**src/sv/dnle_pkg.sv**
```systemverilog
// Package for the DNS name label encoder: result and command types,
// limits, register map and reset values. No dependencies.
package dnle_pkg;

	localparam int LABEL_LIMIT = 63;
	localparam int NAME_LIMIT = 255;
	localparam logic [7:0] DOT_CHAR = 8'd46;

	localparam int FIFO_DEPTH_DEF = 4;

	localparam int CAP_W = 16;
	localparam logic [CAP_W-1:0] CAP_RESET = 16'd256;

	// register index taken from paddr[2]
	localparam logic REG_OUTPUT_CAPACITY = 1'b0;

	typedef struct packed {
		logic       write_enable;
		logic [7:0] out_position;
		logic [7:0] out_byte;
		logic       name_done;
		logic       status;
		logic [8:0] total_length;
	} result_t;

	// one or two results produced by one input item
	typedef struct packed {
		logic    two;
		result_t r0;
		result_t r1;
	} cmd_t;

endpackage

```
**src/sv/dnle_front.sv**
```systemverilog
// Front end: accepts characters, tracks label state and classifies each
// item into a command of one or two results, or none. Depends on dnle_pkg.
module dnle_front import dnle_pkg::*; (
	input  logic             clk,
	input  logic             arst_n,
	input  logic [CAP_W-1:0] capacity,
	input  logic             in_take,
	input  logic [7:0]       in_char,
	input  logic             in_end,
	output logic             cmd_push,
	output cmd_t             cmd
);

	localparam logic [1:0] PH_ACTIVE  = 2'd0;
	localparam logic [1:0] PH_STOPPED = 2'd1;
	localparam logic [1:0] PH_ERROR   = 2'd2;

	logic [7:0] start_q;
	logic [6:0] count_q;
	logic [1:0] phase_q;

	logic [7:0] start_d;
	logic [6:0] count_d;
	logic [1:0] phase_d;

	logic [7:0] cnt;
	logic [9:0] used;
	logic       has_len;
	logic [9:0] written;
	logic       end_err;
	result_t    len_res;
	result_t    fin_res;
	result_t    err_res;

	always_comb begin
		cnt     = {1'b0, count_q} + 8'd1;
		used    = 10'(start_q) + 10'(cnt) + 10'd1;
		has_len = (phase_q == PH_ACTIVE) && (count_q != 7'd0);
		written = 10'(start_q) + (has_len ? (10'(count_q) + 10'd1) : 10'd0);
		end_err = 16'(written) >= capacity;

		len_res = '0;
		len_res.write_enable = 1'b1;
		len_res.out_position = start_q;
		len_res.out_byte     = {1'b0, count_q};

		err_res = '0;
		err_res.name_done = 1'b1;
		err_res.status    = 1'b1;

		fin_res = '0;
		fin_res.write_enable = 1'b1;
		fin_res.out_position = written[7:0];
		fin_res.name_done    = 1'b1;
		fin_res.total_length = 9'(written + 10'd1);
	end

	always_comb begin
		start_d  = start_q;
		count_d  = count_q;
		phase_d  = phase_q;
		cmd_push = 1'b0;
		cmd      = '0;
		if (in_take) begin
			if (in_end) begin
				cmd_push = 1'b1;
				if (phase_q == PH_ACTIVE || phase_q == PH_STOPPED) begin
					if (has_len) begin
						cmd.two = 1'b1;
						cmd.r0  = len_res;
						cmd.r1  = end_err ? err_res : fin_res;
					end else begin
						cmd.r0 = end_err ? err_res : fin_res;
					end
				end else begin
					cmd.r0 = err_res;
				end
				start_d = '0;
				count_d = '0;
				phase_d = PH_ACTIVE;
			end else if (phase_q == PH_ACTIVE) begin
				if (in_char == DOT_CHAR) begin
					if (count_q == 7'd0) begin
						// empty label: stop the name
						phase_d = PH_STOPPED;
					end else begin
						cmd_push = 1'b1;
						cmd.r0   = len_res;
						start_d  = start_q + 8'(count_q) + 8'd1;
						count_d  = '0;
					end
				end else if (cnt > 8'(LABEL_LIMIT) || used > 10'(NAME_LIMIT) ||
				             16'(used) >= capacity) begin
					phase_d = PH_ERROR;
				end else begin
					count_d  = cnt[6:0];
					cmd_push = 1'b1;
					cmd.r0.write_enable = 1'b1;
					cmd.r0.out_position = start_q + cnt;
					cmd.r0.out_byte     = in_char;
				end
			end
		end
	end

	always_ff @(posedge clk or negedge arst_n) begin
		if (!arst_n) begin
			start_q <= '0;
			count_q <= '0;
			phase_q <= PH_ACTIVE;
		end else begin
			start_q <= start_d;
			count_q <= count_d;
			phase_q <= phase_d;
		end
	end

endmodule

```
**src/sv/dnle_fifo.sv**
```systemverilog
// Short command queue between front and back ends.
// Depends on dnle_pkg for the command type.
module dnle_fifo import dnle_pkg::*; #(
	parameter int DEPTH = FIFO_DEPTH_DEF
) (
	input  logic clk,
	input  logic arst_n,
	input  logic wr_en,
	input  cmd_t wr_data,
	output logic full,
	input  logic rd_en,
	output logic rd_valid,
	output cmd_t rd_data
);

	localparam int PW = (DEPTH > 1) ? $clog2(DEPTH) : 1;
	localparam int CW = $clog2(DEPTH + 1);

	cmd_t          slot_q [DEPTH];
	logic [PW-1:0] wr_ptr_q;
	logic [PW-1:0] rd_ptr_q;
	logic [CW-1:0] count_q;

	logic do_wr;
	logic do_rd;

	assign full     = count_q == CW'(DEPTH);
	assign rd_valid = count_q != '0;
	assign rd_data  = slot_q[rd_ptr_q];
	assign do_wr    = wr_en && !full;
	assign do_rd    = rd_en && rd_valid;

	always_ff @(posedge clk) begin
		if (do_wr) begin
			slot_q[wr_ptr_q] <= wr_data;
		end
	end

	always_ff @(posedge clk or negedge arst_n) begin
		if (!arst_n) begin
			wr_ptr_q <= '0;
			rd_ptr_q <= '0;
			count_q  <= '0;
		end else begin
			if (do_wr) begin
				wr_ptr_q <= (wr_ptr_q == PW'(DEPTH - 1)) ? '0 : wr_ptr_q + 1'b1;
			end
			if (do_rd) begin
				rd_ptr_q <= (rd_ptr_q == PW'(DEPTH - 1)) ? '0 : rd_ptr_q + 1'b1;
			end
			if (do_wr && !do_rd) begin
				count_q <= count_q + 1'b1;
			end else if (do_rd && !do_wr) begin
				count_q <= count_q - 1'b1;
			end
		end
	end

endmodule

```
**src/sv/dnle_back.sv**
```systemverilog
// Back end: expands queued commands into single results and holds the
// result register seen on the output ports. Depends on dnle_pkg.
module dnle_back import dnle_pkg::*; (
	input  logic    clk,
	input  logic    arst_n,
	input  logic    cmd_valid,
	input  cmd_t    cmd,
	output logic    cmd_take,
	input  logic    pop,
	output logic    out_valid,
	output result_t out_res
);

	logic    out_valid_q;
	result_t out_q;
	logic    pend_valid_q;
	result_t pend_q;
	logic    advance;

	assign advance   = !out_valid_q || pop;
	assign cmd_take  = advance && !pend_valid_q && cmd_valid;
	assign out_valid = out_valid_q;
	assign out_res   = out_q;

	always_ff @(posedge clk) begin
		if (advance) begin
			if (pend_valid_q) begin
				out_q <= pend_q;
			end else if (cmd_valid) begin
				out_q  <= cmd.r0;
				pend_q <= cmd.r1;
			end
		end
	end

	always_ff @(posedge clk or negedge arst_n) begin
		if (!arst_n) begin
			out_valid_q  <= 1'b0;
			pend_valid_q <= 1'b0;
		end else if (advance) begin
			// second result of a pair goes out before the next command
			if (pend_valid_q) begin
				out_valid_q  <= 1'b1;
				pend_valid_q <= 1'b0;
			end else begin
				out_valid_q  <= cmd_valid;
				pend_valid_q <= cmd_valid && cmd.two;
			end
		end
	end

endmodule

```
**src/sv/dns_name_label_encoder.sv**
```systemverilog
// Top level of the DNS name label encoder: APB register, front end,
// command queue and back end. Depends on dnle_pkg, dnle_front, dnle_fifo, dnle_back.
//
//  channel   | handshake          | payload
//  ----------+--------------------+-----------------------------------------------
//  input     | push / full        | character, end_of_name
//  result    | pop / empty        | write_enable, out_position, out_byte,
//            |                    | name_done, status, total_length
//  register  | psel/penable/pready| paddr, pwrite, pwdata, prdata (output_capacity)
//
// One item is taken per cycle while the command queue has room; its first
// result reaches the result ports via the queue and the back-end result
// register. An end of name with a pending label length makes two results
// and holds the back end until the second has gone out; the queue absorbs it.
// Reset clears the label state, queue and result register and sets
// output_capacity to 256.
module dns_name_label_encoder import dnle_pkg::*; #(
	parameter int FIFO_DEPTH = FIFO_DEPTH_DEF
) (
	input  logic        clk,
	input  logic        arst_n,
	input  logic        push,
	output logic        full,
	input  logic [7:0]  character,
	input  logic        end_of_name,
	output logic        empty,
	input  logic        pop,
	output logic        write_enable,
	output logic [7:0]  out_position,
	output logic [7:0]  out_byte,
	output logic        name_done,
	output logic        status,
	output logic [8:0]  total_length,
	input  logic        psel,
	input  logic        penable,
	input  logic        pwrite,
	input  logic [2:0]  paddr,
	input  logic [31:0] pwdata,
	output logic [31:0] prdata,
	output logic        pready
);

	logic [CAP_W-1:0] capacity_q;
	logic             in_take;
	logic             cmd_push;
	cmd_t             cmd_front;
	logic             cmd_valid;
	cmd_t             cmd_back;
	logic             cmd_take;
	logic             out_valid;
	result_t          out_res;

	assign pready = 1'b1;
	assign prdata = (paddr[2] == REG_OUTPUT_CAPACITY) ? 32'(capacity_q) : '0;

	always_ff @(posedge clk or negedge arst_n) begin
		if (!arst_n) begin
			capacity_q <= CAP_RESET;
		end else if (psel && penable && pwrite && pready &&
		             paddr[2] == REG_OUTPUT_CAPACITY) begin
			capacity_q <= pwdata[CAP_W-1:0];
		end
	end

	assign in_take = push && !full;

	dnle_front u_front (
		.clk      (clk),
		.arst_n   (arst_n),
		.capacity (capacity_q),
		.in_take  (in_take),
		.in_char  (character),
		.in_end   (end_of_name),
		.cmd_push (cmd_push),
		.cmd      (cmd_front)
	);

	dnle_fifo #(
		.DEPTH (FIFO_DEPTH)
	) u_fifo (
		.clk      (clk),
		.arst_n   (arst_n),
		.wr_en    (cmd_push),
		.wr_data  (cmd_front),
		.full     (full),
		.rd_en    (cmd_take),
		.rd_valid (cmd_valid),
		.rd_data  (cmd_back)
	);

	dnle_back u_back (
		.clk       (clk),
		.arst_n    (arst_n),
		.cmd_valid (cmd_valid),
		.cmd       (cmd_back),
		.cmd_take  (cmd_take),
		.pop       (pop),
		.out_valid (out_valid),
		.out_res   (out_res)
	);

	assign empty        = !out_valid;
	assign write_enable = out_res.write_enable;
	assign out_position = out_res.out_position;
	assign out_byte     = out_res.out_byte;
	assign name_done    = out_res.name_done;
	assign status       = out_res.status;
	assign total_length = out_res.total_length;

endmodule
```
**config.mk**
```make
export PLATFORM = sky130hd
export DESIGN_NAME = dns_name_label_encoder
export DESIGN_NICKNAME = d
export VERILOG_FILES = /design/src/sv/dnle_pkg.sv /design/src/sv/dnle_front.sv /design/src/sv/dnle_fifo.sv /design/src/sv/dnle_back.sv /design/src/sv/dns_name_label_encoder.sv
export SDC_FILE = /design/constraint.sdc
export NUM_CORES = 1
export LEC_CHECK = 0
export BUFFER_PORTS_ARGS = -buffer_cell sky130_fd_sc_hd__buf_2
export CAP_MARGIN = 5
export CORE_UTILIZATION = 35
export CTS_BUF_LIST = sky130_fd_sc_hd__clkbuf_4 sky130_fd_sc_hd__clkbuf_8 sky130_fd_sc_hd__clkbuf_16
export CTS_CLUSTER_SIZE = 16
export DETAILED_ROUTE_END_ITERATION = 8
export SYNTH_ARGS = -nofsm -noshare
export SYNTH_HDL_FRONTEND = slang
export SYNTH_SLANG_ARGS = --single-unit
```
**constraint.sdc**
```tcl
create_clock -name clk -period 17 [get_ports clk]
set_clock_uncertainty 0.2 [all_clocks]
set_input_delay 0.85 -clock clk [delete_from_list [all_inputs] [get_ports clk]]
set_output_delay 0.85 -clock clk [all_outputs]
set_load 0.05 [all_outputs]
```
==> flow_metrics.tcl <==
set metrics [dict create \
    worst_hold_path_type "in -> async" \
    area_occupied_by_multi_input_gates_mm2 0.00460 \
    max_ir_drop_vdd_mv 0.0859 \
    rsz0062_at_grt "false" \
    adder_cell_share_of_the_synthesized_area_pct 5.82 \
    netlist-cell-type-count 73 \
    synth-warning-count 0 \
    slowest_delay_ps 590 \
    routed_wire_length_per_instance_um 19.1 \
    grt_start_max_net_pins 52 \
    minimum_period_implied_by_the_final_worst_setup_slack_ps 6990 \
    yosys-top-cells-area "edfxtp_1 (55%), mux4_2 (8.2%), dfrtp_1 (7.8%), ha_1 (5.2%), mux2_2 (3.5%)" \
    timing.critical_path.cells "and3_1 > and3_4 > xor2_1 > ha_1 > a21oi_2 > mux2_1 > a211oi_2 > nand2_1 > nor2_1 > xor2_1 > ha_1 > a21o_1 > a21o_1 > a21oi_1 > nor2_1 > or4_4 > a211oi_4 > a21boi_2 > inv_2 > and2_2 > buf_4" \
    postSynthAreaPerCell_um2 15.2 \
    post-cts-setup-buffers 0 \
    share_clk_of_total_power_pct 25.2 \
    async_flop_share_pct 14.9 \
    finalHoldWorstSlack_ps 188 \
    critical_path.reg2reg.startpoint "u_front.count_q[2]" \
    layout-drive-gt1-share_pct 26.8 \
    buf_inv_stages_crit_path 2 \
    power_density_mw_per_mm2 175 \
    max_cap_viol_count 0 \
    worst-path-max-fanout 48 \
    post_synth_xor_area_fraction_pct 2.31 \
    finalCritPeriodShare_pct 41.1 \
    syn_inst 867 \
    setup_tns_ps 0 \
    yosys.area_share.simple_pct 8.21 \
    drc_errors 0 \
    die_boundary_height_um 196 \
    p_sw_share_pct 34.1 \
    syn-cell-area_mm2 0.0132 \
    total_global_routing_track_utilization_pct 15.0 \
    start_kind "flop" \
    clkLatencyLatePin_ps 580 \
    crit-reg2reg-capture "u_fifo.slot_q[3][29]" \
    cts_max_level 1 \
    critPathRequiredTime_ps 16990 \
    synth-compound-area-share_pct 5.55 \
    cts_resized 0 \
    final.fill_count 3393 \
    crit_path_top_delay_cell "buf_4" \
    synth_sequential_area_ratio_pct 62.5 \
    place.gp.congestion 0.832 \
    drv_slew 0 \
    placedCellCount 1432 \
    n_antenna_cell 0 \
    drt_iter0_drc 470 \
    clockRootBuffer "clkbuf_16" \
    route.detailed.vias_per_inst 5.00 \
    power.total_mw 2.66 \
    synth_top_family_by_area "multiplexers" \
    critical_path_arrival_ps 6980 \
    grt_pass1_wl_mm 44.3 \
    ff2ff_setup_slack_ps 10010 \
    path_delay_family "compound AO/OA/AOI/OAI gates" \
    power_switching_mw 0.907 \
    holdBufCountCts 0 \
    leakagePower_nw 5.90 \
    postLayoutCoreUtil_pct 41.1 \
    start_util_pct 35.8 \
    synthFlopType "edfxtp_1" \
    worstMarginPinSlew_ps 1020 \
    post_synth_edffs 240 \
    clkSlewWorstSetupHoldPaths_ps 60 \
    ctsLongestPathBuffers 3 \
    power_frac_comb_pct 33.6 \
    ff_latch_area_mm2 0.00826 \
    design.die.area_mm2 0.0385 \
    via_count_of_the_first_global_routing_pass 7593 \
    synth_mux_area_share_pct 12.3 \
    cell_count_final_fillers_out 1488 \
    die_x_um 196 \
    worst-setup-path-type "reg -> reg" \
    ys_seq_elements 282 \
    timing.reg2reg.worst_path_depth 21 \
    grt_antenna_before_repair 0 \
    maxSlewHeadroom_pct 32.0 \
    dpl.hpwl_mm 18.2 \
    grt.overflow.total 0 \
    rows 70 \
    synth_top_cell_by_area "edfxtp_1" \
    setup.worst_path.end_class "flop" \
    detailroute.via_count 7438 \
    area_growth_syn_to_layout_pct 14.8 \
    power_frac_seq_pct 41.3 \
    cts-buffers-inserted 31 \
    internal_power_consumption_mw 1.75 \
    ios 114 \
    synthDominantCellAreaShare_pct 54.6 \
    max_freq_mhz 143 \
    fp.coreArea_mm2 0.0369 \
    clkSinkCount 282 \
    final_nets 1071 \
    total_setup_violations_reported_at_the_end_of_the_flow 0 \
    routed_wirelength_mm 28.4 \
    run_status "finished clean" \
    clock_tree_from_tritoncts "done" \
    final_antenna_net_count 0 \
    drt_first_pass_iters 8 \
    final-hold-violation-count 0 \
    buffer_ports.inserted 78 \
]
-- power groups by stage --
| stage | combinational (mW) | sequential [mW] | clock, mW |
|---|---|---|---|
| after floorplan | 0.556 | 1.22 | 0 |
| after global placement | 0.906 | 1.11 | 0 |
| after detailed placement | 0.913 | 1.11 | 0 |
| after CTS | 0.916 | 1.10 | 0.687 |
| after global routing | 0.971 | 1.12 | 0.713 |
| final | 0.892 | 1.10 | 0.669 |
-- cells in the mapped netlist, types with 4 or more instances --
cell / n
edfxtp_1: 240
nor2_1: 66
ha_1: 55
mux4_2: 48
dfrtp_1: 41
inv_1: 41
mux2_2: 41
nand2_1: 39
nor2b_1: 21
xnor2_1: 18
buf_4: 17
o21ai_0: 17
xor2_1: 15
a21oi_1: 14
clkbuf_1: 14
and2_1: 13
nor3_1: 13
a21o_1: 11
nand3_1: 11
a31oi_1: 8
buf_1: 8
nand2b_1: 8
nor4_1: 7
a221oi_1: 6
a22o_1: 6
and3_1: 6
o21a_1: 6
buf_6: 4
fa_1: 4
-- worst max-delay path by stage --
stage / start / end / slack (ps) / depth (start not counted)
final: u_front.count_q[2] / u_fifo.slot_q[3][29] / 10010 / 21
after global routing: u_front.count_q[2] / u_fifo.count_q[2] / 9560 / 25
after CTS: u_front.count_q[3] / u_fifo.slot_q[0][1] / 10010 / 21
after detailed placement: u_front.count_q[3] / u_fifo.slot_q[0][29] / 10050 / 21
after global placement: u_front.count_q[3] / u_fifo.slot_q[1][1] / 10090 / 21
after floorplan: u_front.count_q[2] / u_fifo.slot_q[0][0] / 10840 / 22
-- cells in the final DEF (no fill, tap or decap), drive strengths merged, types with 3 or more instances in the layout --
| master | count |
|---|---|
| nand2 | 39 |
| a221oi | 6 |
| mux4 | 48 |
| o21ai | 19 |
| mux2 | 45 |
| dfrtp | 41 |
| nor3 | 14 |
| a21o | 11 |
| nor2b | 21 |
| nor3b | 3 |
| xnor2 | 18 |
| edfxtp | 240 |
| mux2i | 3 |
| clkbuf | 38 |
| ha | 55 |
| nand4b | 3 |
| a221o | 3 |
| nand2b | 8 |
| nor4 | 8 |
| and2 | 14 |
| or3 | 3 |
| a21oi | 15 |
| clkinv | 9 |
| nand3 | 13 |
| a22o | 6 |
| xor2 | 16 |
| and3 | 7 |
| a31oi | 8 |
| conb | 17 |
| fa | 4 |
| bufinv | 3 |
| inv | 47 |
| o21a | 6 |
| nor2 | 66 |
| a211oi | 6 |
| buf | 91 |
| o2111ai | 4 |
-- worst reg2reg max path, delay by kind of cell, from the launching register on --
family	cells	cell delay, ps
compound gates	7	1850
simple gates	7	1590
buf+inv	2	880
fa+ha+maj	2	630
flops	1	530
xor+xnor	2	520
mux	1	360
-- through the flow --
stage	instance area [um^2]	setup WS, ps
after detailed placement	14100	10050
after floorplan	13300	10840
after global placement	14100	10090
after global routing	15200	9560
final	15200	10010
after CTS	15200	10010
-- cell type report --
cell class                 count  area share (%)
inverter                      42            1.04
timing repair buffer          91            3.22
tap                          504            4.16
clock inverter                18            1.29
clock buffer                  38            5.46
sequential                   282            54.5
multi-input combinational    513            30.3
-- logic make-up after synthesis --
family                     after synthesis
buffers and inverters                   87
and+or+nand+nor                        207
muxes                                   96
adders and majority gates               59
other                                    2
AOI/OAI and AO/OA                      100
xor gates and xnor gates                34
DFF                                    282
-- flip-flops by register name, summed over array words and instances, names as in the netlist --
| name | flops |
|---|---|
| u_back.pend_valid_q | 1 |
| capacity_q | 16 |
| u_front.phase_q | 2 |
| u_back.out_valid | 1 |
| u_front.start_q | 8 |
| u_fifo.rd_ptr_q | 2 |
| u_fifo.wr_ptr_q | 2 |
| u_fifo.count_q | 3 |
| u_back.pend_q | 20 |
| u_back.out_res | 28 |
| u_front.count_q | 7 |
| u_fifo.slot_q | 192 |
-- per-layer routing --
layer | up-vias | share of wire (%) | GRT usage (%) | wire, um
met5 | - | 0 | 0 | 0
met4 | 0 | 1.8 | 3.65 | 518
met3 | 33 | 4.2 | 2.61 | 1180
met2 | 158 | 50 | 25.9 | 14100
met1 | 3793 | 44 | 19.7 | 12500
li1 | 3454 | - | - | -
(Power assumes the default switching activity.)
